File: src/hw/rtl/jsct_pkg.sv
// ----------------------------------------------------------------------------
// jsct_pkg
// Constants, codes, types and helpers of the job slot completion tracker.
// ----------------------------------------------------------------------------
`timescale 1ns / 1ps

package jsct_pkg;

    // default table depth
    localparam int SLOTS_DEF = 16;

    // field widths
    localparam int ID_W   = 4;
    localparam int ID_LSB = 16;
    localparam int TICK_W = 32;
    localparam int DUE_W  = TICK_W + 1;
    localparam int DATA_W = 32;

    // request types
    localparam logic [1:0] REQ_TICK  = 2'd0;
    localparam logic [1:0] REQ_WRITE = 2'd1;
    localparam logic [1:0] REQ_READ  = 2'd2;

    // bus byte offsets
    localparam logic [7:0] OFS_SUBMIT = 8'd72;
    localparam logic [7:0] OFS_FLAG   = 8'd40;
    localparam logic [7:0] OFS_RESULT = 8'd16;

    // result status codes
    localparam logic [1:0] STAT_OK         = 2'd0;
    localparam logic [1:0] STAT_BAD_WRITE  = 2'd1;
    localparam logic [1:0] STAT_TRY_AGAIN  = 2'd2;
    localparam logic [1:0] STAT_BAD_ACCESS = 2'd3;

    // result read beat codes
    localparam logic [1:0] BEAT_ID    = 2'd0;
    localparam logic [1:0] BEAT_FILL1 = 2'd1;
    localparam logic [1:0] BEAT_FILL2 = 2'd2;

    // tick counter goes back to zero once it reaches this value
    localparam logic [TICK_W-1:0] WRAP_POINT = 32'hFFFF_FFFE;

    // slot RAM write port
    typedef struct packed {
        logic             we;
        logic [ID_W-1:0]  id;
        logic [DUE_W-1:0] due;
    } t_slot_wr;

    // bit-reverse a problem id
    function automatic logic [ID_W-1:0] rev_id(input logic [ID_W-1:0] v);
        logic [ID_W-1:0] r;
        for (int b = 0; b < ID_W; b++) begin
            r[ID_W-1-b] = v[b];
        end
        return r;
    endfunction

endpackage

File: src/hw/rtl/jsct_slot_mem.sv
// ----------------------------------------------------------------------------
// jsct_slot_mem
// Slot RAM: problem id and due time per slot, one write and one registered
// read port.
// ----------------------------------------------------------------------------
`timescale 1ns / 1ps

module jsct_slot_mem #(
    parameter  int SLOTS = jsct_pkg::SLOTS_DEF,
    localparam int IDX_W = (SLOTS > 1) ? $clog2(SLOTS) : 1
) (
    input  logic                           i_clk,
    input  jsct_pkg::t_slot_wr             i_wr,
    input  logic [IDX_W-1:0]               i_wr_addr,
    input  logic [IDX_W-1:0]               i_rd_addr,
    output logic [jsct_pkg::ID_W-1:0]      o_rd_id,
    output logic [jsct_pkg::DUE_W-1:0]     o_rd_due
);

    logic [jsct_pkg::ID_W-1:0]  r_id_mem  [SLOTS];
    logic [jsct_pkg::DUE_W-1:0] r_due_mem [SLOTS];
    logic [jsct_pkg::ID_W-1:0]  r_rd_id;
    logic [jsct_pkg::DUE_W-1:0] r_rd_due;

    // write port
    always_ff @(posedge i_clk) begin
        if (i_wr.we) begin
            r_id_mem[i_wr_addr]  <= i_wr.id;
            r_due_mem[i_wr_addr] <= i_wr.due;
        end
    end

    // registered read port
    always_ff @(posedge i_clk) begin
        r_rd_id  <= r_id_mem[i_rd_addr];
        r_rd_due <= r_due_mem[i_rd_addr];
    end

    assign o_rd_id  = r_rd_id;
    assign o_rd_due = r_rd_due;

endmodule

File: src/hw/rtl/job_slot_completion_tracker_top.sv
// ----------------------------------------------------------------------------
// job_slot_completion_tracker_top
// Job table of a stand-in solver device, driven by ticks and bus accesses.
// ----------------------------------------------------------------------------
// A beat is taken when start is high and busy is low; its result appears on
// o_status / o_read_data for one cycle with o_strobe, which the receiver must
// take then. Bus reads and writes that touch no slot finish at the accepting
// edge, so such beats can follow each other every cycle. A tick walks the
// whole table one slot per cycle through the slot RAM and the one due-time
// comparator. A submit write scans the used flags one slot per cycle for
// the lowest free slot, and the first beat of a result read scans for the
// lowest done slot the same way and then reads that slot's id from the slot
// RAM in S_RID. The result is strobed on the cycle busy drops.
// ----------------------------------------------------------------------------
`timescale 1ns / 1ps

module job_slot_completion_tracker_top #(
    parameter  int SLOTS  = jsct_pkg::SLOTS_DEF,
    localparam int IDX_W  = (SLOTS > 1) ? $clog2(SLOTS) : 1,
    localparam int DCNT_W = $clog2(SLOTS + 2)
) (
    input  logic                          i_clk,
    input  logic                          i_rst_n,
    input  logic                          start,
    output logic                          busy,
    input  logic [1:0]                    i_req_type,
    input  logic [7:0]                    i_address,
    input  logic [63:0]                   i_id_word,
    input  logic [1:0]                    i_solve_delay,
    input  logic [31:0]                   i_fill_word,
    output logic                          o_strobe,
    output logic [1:0]                    o_status,
    output logic [jsct_pkg::DATA_W-1:0]   o_read_data
);

    localparam logic [IDX_W-1:0] LAST = IDX_W'(SLOTS - 1);

    // sequencer states
    localparam logic [2:0] S_IDLE  = 3'd0;
    localparam logic [2:0] S_TICK  = 3'd1;
    localparam logic [2:0] S_WRITE = 3'd2;
    localparam logic [2:0] S_RSCAN = 3'd3;
    localparam logic [2:0] S_RID   = 3'd4;

    logic [2:0]                      r_state,  n_state;
    logic [IDX_W-1:0]                r_idx,    n_idx;
    logic                            r_ev_vld, n_ev_vld;
    logic [IDX_W-1:0]                r_ev_idx, n_ev_idx;
    logic [SLOTS-1:0]                r_used,   n_used;
    logic [SLOTS-1:0]                r_done,   n_done;
    logic [jsct_pkg::TICK_W-1:0]     r_tick,   n_tick;
    logic [DCNT_W-1:0]               r_dcnt,   n_dcnt;
    logic [1:0]                      r_beat,   n_beat;
    logic                            r_strobe, n_strobe;
    logic [1:0]                      r_status, n_status;
    logic [jsct_pkg::DATA_W-1:0]     r_data,   n_data;
    logic [jsct_pkg::ID_W-1:0]       r_new_id, n_new_id;
    logic [1:0]                      r_delay,  n_delay;

    jsct_pkg::t_slot_wr              s_wr;
    logic [jsct_pkg::ID_W-1:0]       w_rd_id;
    logic [jsct_pkg::DUE_W-1:0]      w_rd_due;
    logic                            w_match;

    // slot RAM, read at the scan pointer every cycle
    jsct_slot_mem #(
        .SLOTS (SLOTS)
    ) u_mem (
        .i_clk     (i_clk),
        .i_wr      (s_wr),
        .i_wr_addr (r_idx),
        .i_rd_addr (r_idx),
        .o_rd_id   (w_rd_id),
        .o_rd_due  (w_rd_due)
    );

    // shared due-time comparator
    assign w_match = (w_rd_due == {1'b0, r_tick});

    // sequencer next state
    always_comb begin
        n_state  = r_state;
        n_idx    = r_idx;
        n_ev_vld = r_ev_vld;
        n_ev_idx = r_ev_idx;
        n_used   = r_used;
        n_done   = r_done;
        n_tick   = r_tick;
        n_dcnt   = r_dcnt;
        n_beat   = r_beat;
        n_strobe = 1'b0;
        n_status = r_status;
        n_data   = r_data;
        n_new_id = r_new_id;
        n_delay  = r_delay;
        s_wr.we  = 1'b0;
        s_wr.id  = r_new_id;
        s_wr.due = {1'b0, r_tick} + jsct_pkg::DUE_W'(r_delay);

        unique case (r_state)
            S_IDLE: begin
                if (start) begin
                    n_idx    = '0;
                    n_ev_vld = 1'b0;
                    n_new_id = i_id_word[jsct_pkg::ID_LSB +: jsct_pkg::ID_W];
                    n_delay  = i_solve_delay;
                    unique case (i_req_type)
                        jsct_pkg::REQ_TICK: begin
                            n_tick  = r_tick + 1'b1;
                            n_state = S_TICK;
                        end
                        jsct_pkg::REQ_WRITE: begin
                            if (i_address == jsct_pkg::OFS_SUBMIT) begin
                                n_state = S_WRITE;
                            end else begin
                                n_strobe = 1'b1;
                                n_status = jsct_pkg::STAT_BAD_WRITE;
                                n_data   = '0;
                            end
                        end
                        jsct_pkg::REQ_READ: begin
                            n_strobe = 1'b1;
                            n_status = jsct_pkg::STAT_OK;
                            n_data   = '0;
                            priority if (i_address == jsct_pkg::OFS_FLAG) begin
                                n_data = jsct_pkg::DATA_W'(r_dcnt != '0);
                            end else if (i_address == jsct_pkg::OFS_RESULT) begin
                                unique case (r_beat)
                                    jsct_pkg::BEAT_ID: begin
                                        if (r_dcnt == '0) begin
                                            n_status = jsct_pkg::STAT_BAD_ACCESS;
                                        end else begin
                                            n_strobe = 1'b0;
                                            n_state  = S_RSCAN;
                                        end
                                    end
                                    jsct_pkg::BEAT_FILL1: begin
                                        n_data = i_fill_word;
                                        n_beat = jsct_pkg::BEAT_FILL2;
                                    end
                                    default: begin
                                        // last beat retires the job from the count
                                        n_data = i_fill_word;
                                        n_beat = jsct_pkg::BEAT_ID;
                                        if (r_dcnt != '0) begin
                                            n_dcnt = r_dcnt - 1'b1;
                                        end
                                    end
                                endcase
                            end else begin
                                n_status = jsct_pkg::STAT_BAD_ACCESS;
                            end
                        end
                        default: begin
                            n_strobe = 1'b1;
                            n_status = jsct_pkg::STAT_BAD_ACCESS;
                            n_data   = '0;
                        end
                    endcase
                end
            end

            // walk all slots: issue RAM read, compare its registered data in the next cycle
            S_TICK: begin
                n_ev_vld = 1'b1;
                n_ev_idx = r_idx;
                if (r_idx != LAST) begin
                    n_idx = r_idx + 1'b1;
                end
                if (r_ev_vld) begin
                    if (r_used[r_ev_idx] && !r_done[r_ev_idx] && w_match) begin
                        n_done[r_ev_idx] = 1'b1;
                        n_dcnt           = r_dcnt + 1'b1;
                    end
                    if (r_ev_idx == LAST) begin
                        if (r_tick == jsct_pkg::WRAP_POINT) begin
                            n_tick = '0;
                        end
                        n_strobe = 1'b1;
                        n_status = jsct_pkg::STAT_OK;
                        n_data   = '0;
                        n_state  = S_IDLE;
                    end
                end
            end

            // lowest free slot takes the job; a full table answers bad write
            S_WRITE: begin
                if (!r_used[r_idx]) begin
                    s_wr.we       = 1'b1;
                    n_used[r_idx] = 1'b1;
                    n_done[r_idx] = 1'b0;
                    n_strobe      = 1'b1;
                    n_status      = jsct_pkg::STAT_OK;
                    n_data        = '0;
                    n_state       = S_IDLE;
                end else if (r_idx == LAST) begin
                    n_strobe = 1'b1;
                    n_status = jsct_pkg::STAT_BAD_WRITE;
                    n_data   = '0;
                    n_state  = S_IDLE;
                end else begin
                    n_idx = r_idx + 1'b1;
                end
            end

            // lowest done slot is freed; its id is read next cycle; none done answers try again
            S_RSCAN: begin
                if (r_used[r_idx] && r_done[r_idx]) begin
                    n_used[r_idx] = 1'b0;
                    n_done[r_idx] = 1'b0;
                    n_beat        = jsct_pkg::BEAT_FILL1;
                    n_state       = S_RID;
                end else if (r_idx == LAST) begin
                    n_strobe = 1'b1;
                    n_status = jsct_pkg::STAT_TRY_AGAIN;
                    n_data   = '0;
                    n_state  = S_IDLE;
                end else begin
                    n_idx = r_idx + 1'b1;
                end
            end

            S_RID: begin
                n_strobe = 1'b1;
                n_status = jsct_pkg::STAT_OK;
                n_data   = jsct_pkg::DATA_W'(jsct_pkg::rev_id(w_rd_id));
                n_state  = S_IDLE;
            end

            default: begin
                n_state = S_IDLE;
            end
        endcase
    end

    // control registers
    always_ff @(posedge i_clk) begin
        if (!i_rst_n) begin
            r_state  <= S_IDLE;
            r_ev_vld <= 1'b0;
            r_used   <= '0;
            r_done   <= '0;
            r_tick   <= '0;
            r_dcnt   <= '0;
            r_beat   <= jsct_pkg::BEAT_ID;
            r_strobe <= 1'b0;
        end else begin
            r_state  <= n_state;
            r_ev_vld <= n_ev_vld;
            r_used   <= n_used;
            r_done   <= n_done;
            r_tick   <= n_tick;
            r_dcnt   <= n_dcnt;
            r_beat   <= n_beat;
            r_strobe <= n_strobe;
        end
    end

    // payload registers
    always_ff @(posedge i_clk) begin
        r_idx    <= n_idx;
        r_ev_idx <= n_ev_idx;
        r_status <= n_status;
        r_data   <= n_data;
        r_new_id <= n_new_id;
        r_delay  <= n_delay;
    end

    assign busy        = (r_state != S_IDLE);
    assign o_strobe    = r_strobe;
    assign o_status    = r_status;
    assign o_read_data = r_data;

endmodule

File: config.mk
export PLATFORM = sky130hd
export DESIGN_NAME = job_slot_completion_tracker_top
export DESIGN_NICKNAME = d
export VERILOG_FILES = /design/src/hw/rtl/jsct_pkg.sv /design/src/hw/rtl/jsct_slot_mem.sv /design/src/hw/rtl/job_slot_completion_tracker_top.sv
export SDC_FILE = /design/constraint.sdc
export NUM_CORES = 1
export LEC_CHECK = 0
export BUFFER_PORTS_ARGS = -buffer_cell sky130_fd_sc_hd__buf_2
export CELL_PAD_IN_SITES_DETAIL_PLACEMENT = 1
export CELL_PAD_IN_SITES_GLOBAL_PLACEMENT = 1
export CORE_ASPECT_RATIO = 1.25
export CORE_MARGIN = 3
export CORE_UTILIZATION = 53
export CTS_CLUSTER_SIZE = 16
export DETAILED_ROUTE_END_ITERATION = 12
export PLACE_DENSITY = 0.83
export SETUP_SLACK_MARGIN = 0.2
export SYNTH_ARGS = -nofsm -noshare
export SYNTH_HDL_FRONTEND = slang
export SYNTH_HIERARCHICAL = 1
export SYNTH_SLANG_ARGS = --single-unit
File: constraint.sdc
create_clock -name i_clk -period 7.1 [get_ports i_clk]
set_input_delay 1.42 -clock i_clk [delete_from_list [all_inputs] [get_ports i_clk]]
set_output_delay 1.42 -clock i_clk [all_outputs]
set_load 0.01 [all_outputs]
* After elaboration in Yosys (flattened, before gate mapping)
Memories as Yosys holds them, arrays and structs flattened. A register that Yosys moved wholly into a read port is not among the register bits.
Index checks and enable logic that the tools add are counted.
** Word-level totals
- Flip-flop bits (word level) :: 124
- Bits in latches :: 0
- RAM bits :: 592
- Memory bits (read-only) :: 0
- Input bits :: 111
- Logic and storage cells :: 208
- Memories :: 2
** Memory list
- u_mem.r_due_mem :: depth 16, bits a word 33, read ports 1, clocked after Yosys merged registers in 1, wr ports 1, RTL line jsct_slot_mem.sv:21 : logic [jsct_pkg::DUE_W-1:0] r_due_mem [SLOTS];
- u_mem.r_id_mem :: depth 16, bits a word 4, read ports 1, clocked after Yosys merged registers in 1, wr ports 1, RTL line jsct_slot_mem.sv:20 : logic [jsct_pkg::ID_W-1:0] r_id_mem [SLOTS];
** Operators by class
- Add/subtract/negate cells :: 5
- Multipliers :: 0
- Div/mod/pow operators :: 0
- Order comparisons :: 4
- Equality and inequality tests :: 42
- Shifts and indexed selects :: 0
- Multiplexer cells :: 106
- Bitwise operators :: 5
- Reduce and logical (&&, ||, !) cells :: 30
** Operator list (number)
- $mux W32 :: 15
- $pmux W32 S5 :: 1
- $mux W16 :: 6
- $pmux W32 S3 :: 1
- $pmux W32 S2 :: 1
- $pmux W16 S3 :: 1
- $mux W5 :: 8
- $mux W2 :: 17
- $ne A2 B2 Y1 const B :: 17
- $add A32 B2 Y33 :: 1
- $eq A33 B32 Y1 :: 1
- $mux W3 :: 11
- $add A32 B1 Y32 const B :: 1
- $and A16 B16 Y16 :: 2
- $eq A32 B32 Y1 const B :: 1
- $or A16 B16 Y16 :: 2
- $pmux W16 S2 :: 1
- $reduce_and A9 Y1 :: 3
- $mux W1 :: 22
- $mux W4 :: 5
- $ne A3 B3 Y1 const B :: 6
- $bmux W1 S4 :: 4
- $not A16 Y16 :: 1
- $pmux W4 S4 :: 1
- 43 further kinds :: 63

* Depth between registers and ports, before layout
Gate-level depths: netlist of run 1.
- Word-level depth :: 8
- Gate-level depth with buffers :: 10
- Gate-level depth less buffers :: 8

* Cells and area by module
The synthesis of run 1 kept the hierarchy.
** By module, submodules not included
- jsct_slot_mem :: instances 1, cells each 963, area each 22942.0 sq um
- job_slot_completion_tracker_top :: instances 1, cells each 790, area each 7338.3 sq um

* Worst setup path before layout of run 1
OpenSTA, ideal clock, no wires.
- Kind :: register to register
- From :: reg r_idx[0]
- To :: mem u_mem/r_due_mem[0][0] (netlist name) (enable)
- Data arrival time :: 5.501 ns
- Required time :: 6.623 ns
- Path slack :: 1.122 ns
- Stages on the path, launching flop included :: 9
- Path buffers :: 2
- Clock period less this slack :: 5.978 ns
- Cell sequence :: edfxtp_1 -> buf_2 -> mux4_2 -> mux4_2 -> or3_1 -> clkbuf_1 -> clkinv_1 -> or3b_2 -> nor3_1
** RTL lines
- from (decl) :: RTL line job_slot_completion_tracker_top.sv:46 : logic [IDX_W-1:0] r_idx, n_idx;
- from (signal assigned) :: RTL line job_slot_completion_tracker_top.sv:262 : r_idx <= n_idx;
- to (decl) :: RTL line jsct_slot_mem.sv:21

* Worst setup path after layout of run 1
- From :: reg r_idx[0]
- To :: reg r_idx[2] (enable)
** Between the ends
- Longest elaborated chain between the ends :: 5
- Elaborated cells between the ends (all ways) :: 10
- Those cells by class :: 4 x eq/ne; 4 x mux; 2 x reduce/logical
** Ends and longest elaborated chain
- $bmux W1 S4, on equally long branches :: RTL line job_slot_completion_tracker_top.sv:189, job_slot_completion_tracker_top.sv:209
- $mux W1, on equally long branches :: RTL line job_slot_completion_tracker_top.sv:189, job_slot_completion_tracker_top.sv:209
- $logic_and A1 B1 Y1 :: RTL line job_slot_completion_tracker_top.sv:209 : if (r_used[r_idx] && r_done[r_idx]) begin
- $ne A2 B2 Y1 (no line)
- $reduce_and A5 Y1 (no line) *
Every way passes the cells marked *; elsewhere a longest branch is shown, timed or not. The select of a mux whose other input is x is not followed.
A chain may end at the register's enable or synchronous reset.

==> results of run 1 <==
[flip-flops by register name, indices dropped and copies added (netlist names), named ones only]
register and count:
u_mem/r_id_mem 64, r_delay 2, r_done 16, u_mem/o_rd_due 33, r_ev_idx 4, r_state 3, r_new_id 4, r_beat 2
r_dcnt 5, r_tick 32, o_status 2, o_read_data 32, u_mem/r_due_mem 528, u_mem/o_rd_id 4, r_idx 4, o_strobe 1
r_ev_vld 1
[worst reg2reg max path, stage by stage (launching register included)]
cell      delay (ns)
edfxtp_1        0.68
buf_4           0.89
mux4_2          0.62
mux4_2          0.51
and2_1          0.26
a31oi_1         0.94
nor4b_1         0.81
[placed cells by master (no fill, tap or decap), drive strengths merged, types with 33 or more instances in the layout]
master,Yosys,final
a21oi,35,35
nor2,77,77
buf,51,118
o21ai,38,38
a22oi,79,79
clkbuf,62,96
mux4,165,165
nand2,109,109
xnor2,67,67
nand3,33,33
dfxtp,113,113
edfxtp,640,640
[kinds of logic after synthesis]
| family | count (synthesis) | synth area share [%] |
|---|---|---|
| xor+xnor | 83 | 2.40 |
| buf+inv | 136 | 2.05 |
| flops | 753 | 70.9 |
| compound gates | 242 | 5.71 |
| mux | 169 | 12.4 |
| fa+ha+maj | 17 | 0.752 |
| simple gates | 353 | 5.73 |
[power groups by stage]
stage | clock, mW | sequential [mW] | combinational [mW]
6_report | 3.94 | 4.93 | 0.830
3_3_place_gp | 0 | 5.01 | 0.792
4_1_cts | 4.01 | 4.93 | 0.831
5_1_grt | 4.21 | 4.93 | 0.891
2_1_floorplan | 0 | 4.99 | 0.580
3_5_place_dp | 0 | 5.02 | 0.818
[worst paths after layout]
check | end | slack [ns] | depth (start not counted)
hold / removal | r_dcnt[4]$_SDFFE_PN0P_ | 0.49 | 2
hold reg to reg | r_dcnt[4]$_SDFFE_PN0P_ | 0.49 | 2
setup / recovery | r_idx[2]$_SDFFCE_PN0P_ | 2.01 | 6
setup reg to reg | r_idx[2]$_SDFFCE_PN0P_ | 2.01 | 6
[cell type report]
cell class / count / area [um^2] / share of cell area, %
Tap cell: 742 / 928 / 2.73
Clock buffer: 96 / 1990 / 5.84
Multi-Input combinational cell: 864 / 8360 / 24.6
Antenna cell: 1 / 2.50 / 0.00737
Clock inverter: 36 / 432 / 1.27
Sequential cell: 753 / 21500 / 63.2
Timing Repair Buffer: 118 / 696 / 2.05
Inverter: 23 / 86.3 / 0.254
[per-layer routing]
layer | part of all wire, % | vias to the layer above | global-route usage [%]
li1 | - | 7139 | -
met1 | 38 | 9021 | 33.8
met2 | 51 | 800 | 45.9
met3 | 6.8 | 177 | 4.81
met4 | 3.9 | 0 | 10.8
met5 | 0 | - | 0
==> impl_metrics.csv, run 1 <==
group,metric,value,unit
clock_network,cts_tree,"yes",
power_and_ir_drop,cellPowerDensity,285,nW/um^2
placement,dp_slack,1.97,ns
sta,rsz0062_at_grt,"false",
floorplan,die_width,220,um
power_and_ir_drop,p_sw_share,22.7,%
grt,grt_pass1_wl,119,mm
grt,grt_max_degree,165,
setup_path,crit_start,"r_idx[0]$_SDFFCE_PN0P_",
clock_network,clock_sinks,753,
setup_path,slowest_stage,"a31oi_1",
detailed_routing,drcViolationCount,0,
grt,antenna_found_initial,1,
sta,finalCritPeriodShare,71.6,%
sta,finalClockSkew,0.0293,ns
synthesis,ys.warnings.count,6,
synthesis,yosysSeqAreaShare,70.9,%
job,maxCapViolations,0,
cells_and_area,synthToLayoutAreaGrowth,12.2,%
synthesis,yosysTopAreaCellShare,63.5,%
sta,worst_slack,2.01,ns
floorplan,rows,97,
power_and_ir_drop,leakage,10.3,nW
sta,max_freq,197,MHz
clock_network,cts_buffers,73,
synthesis,synth-main-ff-cell,"edfxtp_1",
synthesis,syn-cell-area,30300,um^2
floorplan,fp.dieArea,60100,um^2
detailed_routing,vias_per_cell,6.51,
synthesis,async_flop_share,0,%
sta,drv_slew,0,
synthesis,synth.distinct_cells,64,
run_status,status,"completed",
synthesis,synth_cells,1753,
detailed_routing,routed_wirelength,78.7,mm
placement,placedCellCount,2500,
sta,finalSetupTns,0,ns
grt,grt_pass1_vias,18500,
cells_and_area,layout.cells.non_filler,2633,
synthesis,yosysMostFrequentCell,"edfxtp_1",
power_and_ir_drop,vdd_drop_max,258,uV
sta,setup_viol,0,
clock_network,hold_buffers,0,
cells_and_area,drive_gt1_share,23.0,%
cells_and_area,fill_cells,5017,
sta,fin_crit,5.09,ns
setup_path,critical-path-top-delay-family,"multiplexers",
clock_network,cts-root-buf,"clkbuf_16",
setup_path,cp-start-kind,"register",
floorplan,die_y,273,um
cells_and_area,final_core_util,60.3,%
clock_network,clkLatencyLatePin,0.61,ns
floorplan,ioPinCount,147,
clock_network,cts_resized,0,
clock_network,post_cts.repair.setup_buffers,0,
detailed_routing,drtIter0Drc,1801,
clock_network,cts_buffer_depth,3,
hold_path,hold_path.startpoint,"r_dcnt[4]$_SDFFE_PN0P_",
cells_and_area,final_area,34000,um^2
clock_network,clkSlewWorstSetupHoldPaths,0.07,ns
grt,track_usage,26.7,%
setup_path,crit_buf_inv,1,
power_and_ir_drop,power.switching,2.20,mW
sta,slew_headroom,5.91,%
detailed_routing,antenna_left,0,
clock_network,htreeDepth,3,
placement,dp_hpwl,44.8,mm
placement,placed_area,31500,um^2
detailed_routing,num_vias,17100,
power_and_ir_drop,pwr-share-seq,50.8,%
synthesis,post_synth.cell_area_avg,17.3,um^2
power_and_ir_drop,power,9.70,mW
floorplan,core,56300,um^2
cells_and_area,nNetsFinal,1961,
setup_path,reg2reg_from,"r_idx[0]$_SDFFCE_PN0P_",
detailed_routing,dr.pass1.iters,5,
setup_path,cp.required,7.33,ns
power_and_ir_drop,p_int,7.50,mW
setup_path,path_class,"register to register",
synthesis,yosys-top-cells-count,"640 x edfxtp_1, 165 x mux4_2, 113 x dfxtp_1, 109 x nand2_1, 79 x a22oi_1",
setup_path,crit_path_cell_trace,"buf_4 -> mux4_2 -> mux4_2 -> and2_1 -> a31oi_1 -> nor4b_1",
synthesis,syn-num-nets,1881,
sta,finalHoldViolCount,0,
power_and_ir_drop,p_clk_share,40.6,%
placement,place_congestion,0.858,
synthesis,synth_area_leader_cell,"edfxtp_1",
setup_path,critPathMaxStageDelay,0.94,ns
hold_path,min_path_type,"register to register",
grt,gr-total-overflow,0,
detailed_routing,detail_route.wl_per_cell,29.9,um
setup_path,crit_top_cell,"mux4_2",
placement,port_buffers,86,
synthesis,synth-edff-count,640,
setup_path,arrival,5.32,ns
setup_path,worstPathMaxFanout,52,
setup_path,end_kind,"register",
sta,hold-worst-slack,0.486,ns
synthesis,synthTopCellsByArea,"edfxtp_1 63%, mux4_2 12%, dfxtp_1 7.5%",
sta,worstMarginPinSlew,1.41,ns
power_and_ir_drop,share_comb_of_total_power,8.6,%
floorplan,start_util,53.8,%
synthesis,synth-seq-cells,753,
(Power assumes the default switching activity.)
==> inputs of run 2 (changes only) <==
Clock period 7.1 ns to 4.7 ns, I/O delays scaled along.
==> run 2 against run 1 <==
Against the previous run:
- cell count increased by 0.95%
- first-iteration DRC count rose by 21%
- non-clock buffer count up 22
- critical path type unchanged
==> impl_metrics.csv, run 2 (synthesis results as in run 1) <==
group,metric,value,unit
run_status,status,"completed",
clock_network,cts_resized,0,
cells_and_area,final_cell_mix,"640 x edfxtp_1, 165 x mux4_2, 113 x dfxtp_1",
sta,finalCritPeriodShare,91.4,%
floorplan,die_y,273,um
power_and_ir_drop,share_comb_of_total_power,8.6,%
grt,track_usage,28.3,%
detailed_routing,drtIter0Drc,2172,
sta,fin_crit,4.30,ns
grt,antenna_found_initial,0,
grt,grt_pass1_vias,18900,
hold_path,min_path_type,"primary input to register",
setup_path,r2r_cells,7,
hold_path,hold_depth,1,
grt,grt_max_degree,113,
hold_path,hold_path.startpoint,"i_solve_delay[0]",
setup_path,arrival,4.60,ns
cells_and_area,synthToLayoutAreaGrowth,13.9,%
sta,worstMarginPinSlew,1.35,ns
setup_path,reg2reg_from,"r_idx[0]$_SDFFCE_PN0P_",
hold_path,whs_endpoint,"r_delay[0]$_DFFE_PP_",
detailed_routing,drcViolationCount,0,
floorplan,fp.dieArea,60100,um^2
sta,worst_slack,0.403,ns
detailed_routing,vias_per_cell,6.67,
clock_network,clkSlewWorstSetupHoldPaths,0.06,ns
detailed_routing,routed_wirelength,83.8,mm
clock_network,cts_buffer_depth,3,
grt,grt_pass1_wl,125,mm
grt,gr-total-overflow,0,
power_and_ir_drop,cellPowerDensity,433,nW/um^2
sta,rsz0062_at_grt,"false",
detailed_routing,dr.pass1.iters,5,
power_and_ir_drop,power.switching,3.47,mW
clock_network,clkLatencyLatePin,0.63,ns
power_and_ir_drop,p_clk_share,41.5,%
cells_and_area,top_register,"u_mem/r_due_mem",
setup_path,path_class,"register to register",
setup_path,worstPathMaxFanout,19,
clock_network,clock_sinks,753,
floorplan,ioPinCount,147,
floorplan,die_width,220,um
floorplan,start_util,53.8,%
cells_and_area,layout.cells.most_common,"edfxtp_1",
clock_network,cts_buffers,74,
placement,dp_slack,0.552,ns
detailed_routing,num_vias,17700,
setup_path,r2r_end,"u_mem/r_due_mem[9][10]$_DFFE_PP_",
setup_path,cp-start-kind,"register",
placement,dp_hpwl,46.0,mm
setup_path,rrSetupSlack,0.40,ns
power_and_ir_drop,leakage,10.5,nW
detailed_routing,antenna_left,0,
job,maxCapViolations,0,
cells_and_area,diodes,0,
cells_and_area,drive_gt1_share,23.9,%
sta,finalHoldViolCount,0,
power_and_ir_drop,power,14.9,mW
sta,max_freq,233,MHz
clock_network,post_cts.repair.setup_buffers,0,
sta,setup_viol,0,
sta,drv_slew,0,
power_and_ir_drop,p_int,11.5,mW
setup_path,cp.required,5.00,ns
setup_path,end_kind,"register",
sta,slew_headroom,9.66,%
floorplan,core,56300,um^2
power_and_ir_drop,pwr-share-seq,49.8,%
power_and_ir_drop,vdd_drop_max,332,uV
detailed_routing,detail_route.wl_per_cell,31.5,um
clock_network,cts-root-buf,"clkbuf_16",
clock_network,cts_tree,"yes",
sta,finalClockSkew,0.0311,ns
placement,place_congestion,0.829,
placement,port_buffers,86,
clock_network,htreeDepth,3,
clock_network,hold_buffers,0,
floorplan,rows,97,
cells_and_area,nNetsFinal,1984,
cells_and_area,largest_reg_flops,528,
power_and_ir_drop,p_sw_share,23.2,%
==> run 2: cell types whose count changed in the layout (fill, tap and decap cells not counted), sizes merged <==
cell      before  now
buf          118  140
clkbuf        96  106
clkinv        23   17
bufinv         9    7
clkinvlp       3    4
diode          1    0
inv           24   25
==> run 2: critical path: stages (launching register included) <==
cell	delay (ns)
edfxtp_1	0.76
mux4_2	0.61
mux4_2	0.52
or3_1	0.46
clkinv_1	0.32
nand3b_1	0.46
nor2_4	0.55
buf_12	0.25
==> run 2: how the worst max path moves through the flow <==
| stage | from | endpoint | slack [ns] | depth (start not counted) |
|---|---|---|---|---|
| final | r_idx[0]$_SDFFCE_PN0P_ | u_mem/r_due_mem[9][10]$_DFFE_PP_ | 0.40 | 7 |
| after global placement | r_idx[0]$_SDFFCE_PN0P_ | u_mem/r_due_mem[0][31]$_DFFE_PP_ | 0.65 | 7 |
| after floorplan | r_idx[0]$_SDFFCE_PN0P_ | u_mem/r_due_mem[1][0]$_DFFE_PP_ | -0.34 | 8 |
| after CTS | r_idx[0]$_SDFFCE_PN0P_ | u_mem/r_due_mem[13][20]$_DFFE_PP_ | 0.44 | 7 |
| after global routing | r_idx[0]$_SDFFCE_PN0P_ | u_mem/r_due_mem[13][20]$_DFFE_PP_ | 0.25 | 7 |
| after detailed placement | r_idx[0]$_SDFFCE_PN0P_ | u_mem/r_due_mem[13][22]$_DFFE_PP_ | 0.55 | 7 |
==> run 2: metal layers <==
layer | share of wire (%) | track usage, % | up-vias
li1 | - | - | 7186
met5 | 0 | 0 | -
met1 | 37 | 36.1 | 9312
met3 | 7.2 | 4.44 | 256
met2 | 51 | 48.4 | 980
met4 | 4.5 | 12.2 | 0
==> run 2: power groups by stage <==
stage          Sequential, mW  Clock, mW  Combinational, mW
6_report                 7.44       6.21               1.29
5_1_grt                  7.45       6.58               1.37
4_1_cts                  7.44       6.30               1.29
3_5_place_dp             7.58          0               1.26
3_3_place_gp             7.56          0               1.21
2_1_floorplan            7.54          0              0.878
==> run 2: area by class of cell <==
cell class              count  area [um^2]
well taps                 742          928
inverters                  23         86.3
multi-input cells         864         8360
repair buffers            140         1090
clock buffers             106         2160
fillers                  4906        21800
flip-flops and latches    753        21500
clock inverters            30          378
==> run 2: per-stage QoR <==
step / utilization [%] / TNS [ns] / std cells / hold WS (ns) / instance area (um^2)
2_1_floorplan: - / -45.08 / 1753 / 0.446 / 30300
3_3_place_gp: 56.7 / 0 / 2522 / 0.465 / 31900
3_5_place_dp: 56.7 / 0 / 2522 / 0.476 / 31900
4_1_cts: 61.2 / 0 / 2658 / 0.464 / 34500
5_1_grt: 61.2 / 0 / 2658 / 0.481 / 34500
6_report: 61.2 / 0 / 2658 / 0.497 / 34500
